### src/sil_pkg.sv
// Package for the shifting indexed list: request and status codes,
// controller state and the command/flag structs between controller and datapath.
package sil_pkg;

    localparam int SIL_CAPACITY  = 16;
    localparam int SIL_WORD_BITS = 32;
    localparam int SIL_IN_BITS   = 40;
    localparam int SIL_OUT_BITS  = 40;

    typedef enum logic [2:0] {
        KIND_APPEND = 3'd0,
        KIND_INSERT = 3'd1,
        KIND_REMOVE = 3'd2,
        KIND_WRITE  = 3'd3,
        KIND_READ   = 3'd4
    } kind_t;

    typedef enum logic [1:0] {
        ST_OK    = 2'd0,
        ST_FULL  = 2'd1,
        ST_RANGE = 2'd2
    } status_t;

    typedef enum logic [2:0] {
        OP_NOP,
        OP_APPEND,
        OP_INSERT,
        OP_REMOVE,
        OP_WRITE,
        OP_READ
    } op_t;

    typedef enum logic {
        CS_EMPTY,
        CS_HELD
    } ctrl_state_t;

    typedef struct packed {
        logic    exec;
        op_t     op;
        status_t status;
    } dp_cmd_t;

    typedef struct packed {
        logic full;
        logic ins_ok;
        logic idx_ok;
    } dp_flags_t;

endpackage

### src/sil_ctrl.sv
// Controller of the shifting indexed list: handshake, result hold state and
// request decode. Depends on sil_pkg.
module sil_ctrl
    import sil_pkg::*;
(
    input  logic        clk,
    input  logic        rst_n,
    input  logic        in_valid,
    output logic        in_ready,
    output logic        out_valid,
    input  logic        out_ready,
    input  logic [2:0]  kind,
    input  dp_flags_t   flags,
    output dp_cmd_t     cmd
);

    ctrl_state_t state_reg, state_next;

    always_ff @(posedge clk or negedge rst_n)
    begin
        if (!rst_n)
        begin
            state_reg <= CS_EMPTY;
        end
        else
        begin
            state_reg <= state_next;
        end
    end

    always_comb
    begin
        in_ready   = (state_reg == CS_EMPTY) || out_ready;
        out_valid  = (state_reg == CS_HELD);
        cmd.exec   = in_valid && in_ready;
        cmd.op     = OP_NOP;
        cmd.status = ST_OK;
        state_next = state_reg;

        case (kind)
            KIND_APPEND:
            begin
                if (flags.full) cmd.status = ST_FULL;
                else            cmd.op     = OP_APPEND;
            end
            KIND_INSERT:
            begin
                if (flags.full)         cmd.status = ST_FULL;
                else if (!flags.ins_ok) cmd.status = ST_RANGE;
                else                    cmd.op     = OP_INSERT;
            end
            KIND_REMOVE:
            begin
                if (flags.idx_ok) cmd.op     = OP_REMOVE;
                else              cmd.status = ST_RANGE;
            end
            KIND_WRITE:
            begin
                if (flags.idx_ok) cmd.op     = OP_WRITE;
                else              cmd.status = ST_RANGE;
            end
            KIND_READ:
            begin
                if (flags.idx_ok) cmd.op     = OP_READ;
                else              cmd.status = ST_RANGE;
            end
            default:
            begin
                cmd.op     = OP_NOP;
                cmd.status = ST_OK;
            end
        endcase

        if (cmd.exec)
        begin
            state_next = CS_HELD;
        end
        else if (out_ready)
        begin
            state_next = CS_EMPTY;
        end
    end

endmodule

### src/sil_dp.sv
// Datapath of the shifting indexed list: the shifting cell row, entry count
// and result registers. Depends on sil_pkg.
module sil_dp
    import sil_pkg::*;
#(
    parameter int CAPACITY  = SIL_CAPACITY,
    parameter int WORD_BITS = SIL_WORD_BITS
)
(
    input  logic               clk,
    input  logic               rst_n,
    input  dp_cmd_t            cmd,
    input  logic [4:0]         position,
    input  logic signed [31:0] value,
    output dp_flags_t          flags,
    output logic signed [31:0] data,
    output logic [4:0]         count,
    output logic [1:0]         status
);

    localparam int CW   = $clog2(CAPACITY + 1);
    localparam int IW   = (CAPACITY > 1) ? $clog2(CAPACITY) : 1;
    localparam int CMPW = (CW > 5) ? CW : 5;

    logic [WORD_BITS-1:0] cells_reg [CAPACITY];
    logic [WORD_BITS-1:0] cells_next [CAPACITY];
    logic [CW-1:0]        count_reg, count_next;
    logic [31:0]          data_reg, data_next;
    status_t              status_reg;

    logic [CMPW-1:0]      pos_c, cnt_c;
    logic [63:0]          value_w, rd_w, cnt_w;
    logic [WORD_BITS-1:0] word;
    logic [WORD_BITS-1:0] rd_word;

    always_comb
    begin
        pos_c   = CMPW'(position);
        cnt_c   = CMPW'(count_reg);
        value_w = 64'($unsigned(value));
        word    = value_w[WORD_BITS-1:0];

        flags.full   = (cnt_c >= CMPW'(CAPACITY));
        flags.ins_ok = (pos_c <= cnt_c);
        flags.idx_ok = (pos_c < cnt_c);

        rd_word = cells_reg[pos_c[IW-1:0]];
        rd_w    = 64'(rd_word);
    end

    // each cell keeps, takes its lower or upper neighbor, or takes the new word
    always_comb
    begin
        for (int i = 0; i < CAPACITY; i++)
        begin
            cells_next[i] = cells_reg[i];
            case (cmd.op)
                OP_APPEND:
                begin
                    if (CMPW'(i) == cnt_c) cells_next[i] = word;
                end
                OP_INSERT:
                begin
                    if (CMPW'(i) == pos_c)
                        cells_next[i] = word;
                    else if (i > 0 && CMPW'(i) > pos_c && CMPW'(i) <= cnt_c)
                        cells_next[i] = cells_reg[(i > 0) ? i - 1 : 0];
                end
                OP_REMOVE:
                begin
                    if (i < CAPACITY - 1 && CMPW'(i) >= pos_c)
                        cells_next[i] = cells_reg[(i < CAPACITY - 1) ? i + 1 : i];
                end
                OP_WRITE:
                begin
                    if (CMPW'(i) == pos_c) cells_next[i] = word;
                end
                default:
                begin
                    cells_next[i] = cells_reg[i];
                end
            endcase
        end
    end

    always_comb
    begin
        count_next = count_reg;
        data_next  = '0;
        case (cmd.op)
            OP_APPEND, OP_INSERT: count_next = count_reg + CW'(1);
            OP_REMOVE:
            begin
                count_next = count_reg - CW'(1);
                data_next  = rd_w[31:0];
            end
            OP_READ:  data_next = rd_w[31:0];
            default:  count_next = count_reg;
        endcase
    end

    always_ff @(posedge clk)
    begin
        if (cmd.exec)
        begin
            for (int i = 0; i < CAPACITY; i++)
            begin
                cells_reg[i] <= cells_next[i];
            end
            data_reg   <= data_next;
            status_reg <= cmd.status;
        end
    end

    always_ff @(posedge clk or negedge rst_n)
    begin
        if (!rst_n)
        begin
            count_reg <= '0;
        end
        else if (cmd.exec)
        begin
            count_reg <= count_next;
        end
    end

    always_comb
    begin
        cnt_w  = 64'(count_reg);
        data   = $signed(data_reg);
        count  = cnt_w[4:0];
        status = status_reg;
    end

endmodule

### src/shifting_indexed_list_top.sv
// Top level of the shifting indexed list: stream ports, controller and datapath.
// Depends on sil_pkg, sil_ctrl and sil_dp.
//
// A bounded ordered list of signed words with append, insert, remove, overwrite
// and read requests. All cells choose keep, neighbor or new word in parallel, so
// one item is accepted per cycle while the result side does not stall, and its
// result appears on the master side in the next cycle, held in an output
// register. A new item is taken in the same cycle the waiting result is taken.
// Results carry the entry count after the request and a status (ok, full, out
// of range); on error the list is unchanged and data is zero.
module shifting_indexed_list_top
    import sil_pkg::*;
#(
    parameter int CAPACITY  = SIL_CAPACITY,
    parameter int WORD_BITS = SIL_WORD_BITS
)
(
    input  logic                    clk,
    input  logic                    rst_n,
    input  logic                    s_tvalid,
    output logic                    s_tready,
    input  logic [SIL_IN_BITS-1:0]  s_tdata,  // kind[2:0], position[7:3], value[39:8]
    output logic                    m_tvalid,
    input  logic                    m_tready,
    output logic [SIL_OUT_BITS-1:0] m_tdata   // data[31:0], count[36:32], status[38:37]
);

    dp_cmd_t            cmd;
    dp_flags_t          flags;
    logic signed [31:0] data;
    logic [4:0]         count;
    logic [1:0]         status;

    sil_ctrl u_ctrl (
        .clk       (clk),
        .rst_n     (rst_n),
        .in_valid  (s_tvalid),
        .in_ready  (s_tready),
        .out_valid (m_tvalid),
        .out_ready (m_tready),
        .kind      (s_tdata[2:0]),
        .flags     (flags),
        .cmd       (cmd)
    );

    sil_dp #(
        .CAPACITY  (CAPACITY),
        .WORD_BITS (WORD_BITS)
    ) u_dp (
        .clk      (clk),
        .rst_n    (rst_n),
        .cmd      (cmd),
        .position (s_tdata[7:3]),
        .value    ($signed(s_tdata[39:8])),
        .flags    (flags),
        .data     (data),
        .count    (count),
        .status   (status)
    );

    assign m_tdata = {1'b0, status, count, data};

endmodule

### config.mk
export PLATFORM = sky130hd
export DESIGN_NAME = shifting_indexed_list_top
export DESIGN_NICKNAME = d
export VERILOG_FILES = /design/src/sil_pkg.sv /design/src/sil_ctrl.sv /design/src/sil_dp.sv /design/src/shifting_indexed_list_top.sv
export SDC_FILE = /design/constraint.sdc
export NUM_CORES = 2
export LEC_CHECK = 0
export BUFFER_PORTS_ARGS = -buffer_cell sky130_fd_sc_hd__buf_2
export CAP_MARGIN = 20
export CORE_ASPECT_RATIO = 0.6
export CORE_MARGIN = 2
export CORE_UTILIZATION = 57
export CTS_BUF_LIST = sky130_fd_sc_hd__clkbuf_16
export DETAILED_ROUTE_END_ITERATION = 7
export PLACE_DENSITY = 0.77
export SKIP_CTS_REPAIR_TIMING = 1
export SLEW_MARGIN = 5
export SYNTH_ARGS = -nofsm -noshare
export SYNTH_HDL_FRONTEND = slang
export SYNTH_HIERARCHICAL = 1
export SYNTH_SLANG_ARGS = --single-unit
### constraint.sdc
create_clock -name clk -period 8.6 [get_ports clk]
set_input_delay 0.86 -clock clk [delete_from_list [all_inputs] [get_ports clk]]
set_output_delay 0.86 -clock clk [all_outputs]
set_load 0.005 [all_outputs]
==> flow_summary.yaml <==
outcome:
  status: "completed"
synthesis:
  yosys.cell_types.count: 55
  synth_top_cell_by_area: "edfxtp_1"
  synth_nets: 2923
  synth_edf_count: 546
  synth_common_cells: "edfxtp_1, a21oi_1, o21ai_0"
  syn_area_um2: 31200
  async_reset_ff_share_pct: 1.09
  ys.flop_type: "edfxtp_1"
  synthMostInstantiatedCell: "edfxtp_1"
  yosysTopAreaCellShare_pct: 52.5
  syn-instance-count: 2869
  yosysWarnings: 6
  ys_seq_area_share_pct: 53.0
  synth-seq-cells: 552
  syn_avg_cell_area_um2: 10.9
  synthTopCellsByArea: "edfxtp_1, mux4_2, o22ai_1"
placed_design:
  placed_area_um2: 31800
  hpwlAfterDp_um: 57000
  port_buffers: 84
  gp_congestion: 0.946
  place_ws_ns: 2.73
timing:
  setup_tns_ns: 0
  tightestPinTransition_ns: 1.25
  finalCritPeriodShare_pct: 64.2
  fmax_ghz: 0.181
  drv_slew: 0
  rsz0062_at_grt: "no"
  hold_viol_final: 0
  finalClockSkew_ns: 0.0116
  holdWs_ns: 0.0712
  maxSlewHeadroom_pct: 16.4
  setup_viol: 0
  setup_ws_ns: 3.08
  final.min_clock_period_ns: 5.52
clock_network:
  cts.sinks: 552
  cts_buffers: 51
  cts-root-buf: "clkbuf_16"
  clkTransAtPathRegs_ns: 0.06
  h-tree-depth: 2
  cts_tree: "yes"
  clockBufferDepth: 3
  clk_latency_ns: 0.60
floorplan:
  start_util_pct: 57.6
  die_y_um: 185
  pin_count: 86
  die_w_um: 306
  fp.dieArea_um2: 56700
  rows: 66
  coreArea_um2: 54200
layout:
  final_core_util_pct: 61.9
  drive_above_1_share_pct: 15.8
  largest_reg_flops: 512
  fin_area_um2: 33500
  fillCellCount: 4198
  layout.nets: 2764
  multi_input_area_um2: 13400
  seq_area_um2: 16500
  area_growth_pct: 7.42
global_route:
  track_usage_pct: 37.3
  grt_pass1_vias: 25500
  overflow: 0
  grt_start_max_net_pins: 154
  grt_pass1_wl_um: 160000
  antenna_found_initial: 2
worst_setup_path:
  cp.required_ns: 8.88
  worst-setup-path-type: "reg2reg"
  startpoint_type: "register"
  end_kind: "register"
  arrival_ns: 5.80
  critPathMaxFanout: 48
job:
  cap_viol_max_count: 0
routing:
  remaining_drc_errors: 0
  wl_per_cell_um: 31.1
  wl_um: 108000
  vias: 27300
  route.antenna.remaining_nets: 0
  avgViaCountPerCell: 7.87
  drtPass1Iterations: 7
  initialDrtViolationCount: 6042
worst_hold_path:
  hp-class: "in2async"
power_and_ir_drop:
  power_density_nw_per_um2: 231
  vdd_drop_max_uv: 151
  p_leak_nw: 10.8
-- final timing paths --
path                       depth (start not counted)  slack [ns]                      to              from
setup / recovery                                  15        3.08  u_dp/cells_reg[14][20]     u_dp/count[1]
max in group asynchronous                          1        8.39        u_ctrl/out_valid             rst_n
hold / removal                                     1        0.07           u_dp/count[4]             rst_n
min in group clk                                   2        0.47        u_ctrl/out_valid          s_tvalid
setup reg to reg                                  15        3.08  u_dp/cells_reg[14][20]     u_dp/count[1]
hold reg to reg                                    2        0.53        u_ctrl/out_valid  u_ctrl/out_valid
-- worst max-delay path, stage by stage, from the launching register on --
cell and delay, ns:
dfrtp_1 0.63, inv_1 0.31, ha_1 0.39, nor2b_1 0.15, o21a_1 0.16, o21ai_0 0.14
nand2b_1 0.08, a21oi_1 0.28, nor2b_1 0.17, buf_4 0.18, nand2b_4 0.67, nor3_1 0.27
nand3_1 0.16, o211ai_1 0.14, a221oi_4 1.03, buf_4 0.42
-- area by class of cell --
cell class,count,area share [%]
Antenna cell,1,0.00746
Clock buffer,53,3.95
Clock inverter,41,0.701
Inverter,9,0.123
Multi-Input combinational cell,1945,39.9
Sequential cell,552,49.3
Tap cell,714,2.66
Timing Repair Buffer,151,3.30
-- power by group --
group | switching (mW) | internal [mW]
clock network | 1.04 | 1.17
registers | 0.225 | 3.39
logic | 1.32 | 0.616
-- cells by family after synthesis --
logic type / Yosys count / share of synthesized area [%]
flops: 552 / 53.0
mux: 160 / 10.7
buf+inv: 372 / 5.05
fa+ha+maj: 10 / 0.401
xor+xnor: 7 / 0.196
compound gates: 1479 / 26.3
simple gates: 288 / 4.27
other cells: 1 / 0.0120
-- routing by layer --
metal | global-route usage (%) | vias to the layer above | part of all wire [%]
li1 | - | 11100 | -
met1 | 51.9 | 12900 | 36
met2 | 52.1 | 2895 | 41
met3 | 15.9 | 382 | 20
met4 | 13.8 | 0 | 3.9
met5 | 0 | - | 0
-- cells in the final DEF (no fill, tap or decap), types with 12 or more instances in the layout --
master     Yosys  layout
mux4_2       128     128
o21ai_0      462     461
inv_1          9      22
mux2_4        29      29
nor3_1        14      12
nor2_1        24      22
clkbuf_16      0      53
nand2b_1      34      34
a21oi_1      466     466
edfxtp_1     546     546
buf_2         81      81
nand2_2        0      19
buf_4         13      57
clkinv_1       0      14
o22ai_1      449     449
a22oi_1       64      64
nand2_1      169     150
-- through the flow --
step / total power [mW] / instances
after global placement: 5.37 / 3360
after global routing: 7.99 / 3465
after CTS: 7.62 / 3457
final: 7.76 / 3466
after detailed placement: 5.46 / 3363
after floorplan: 4.85 / 2869
(Power assumes the default switching activity.)
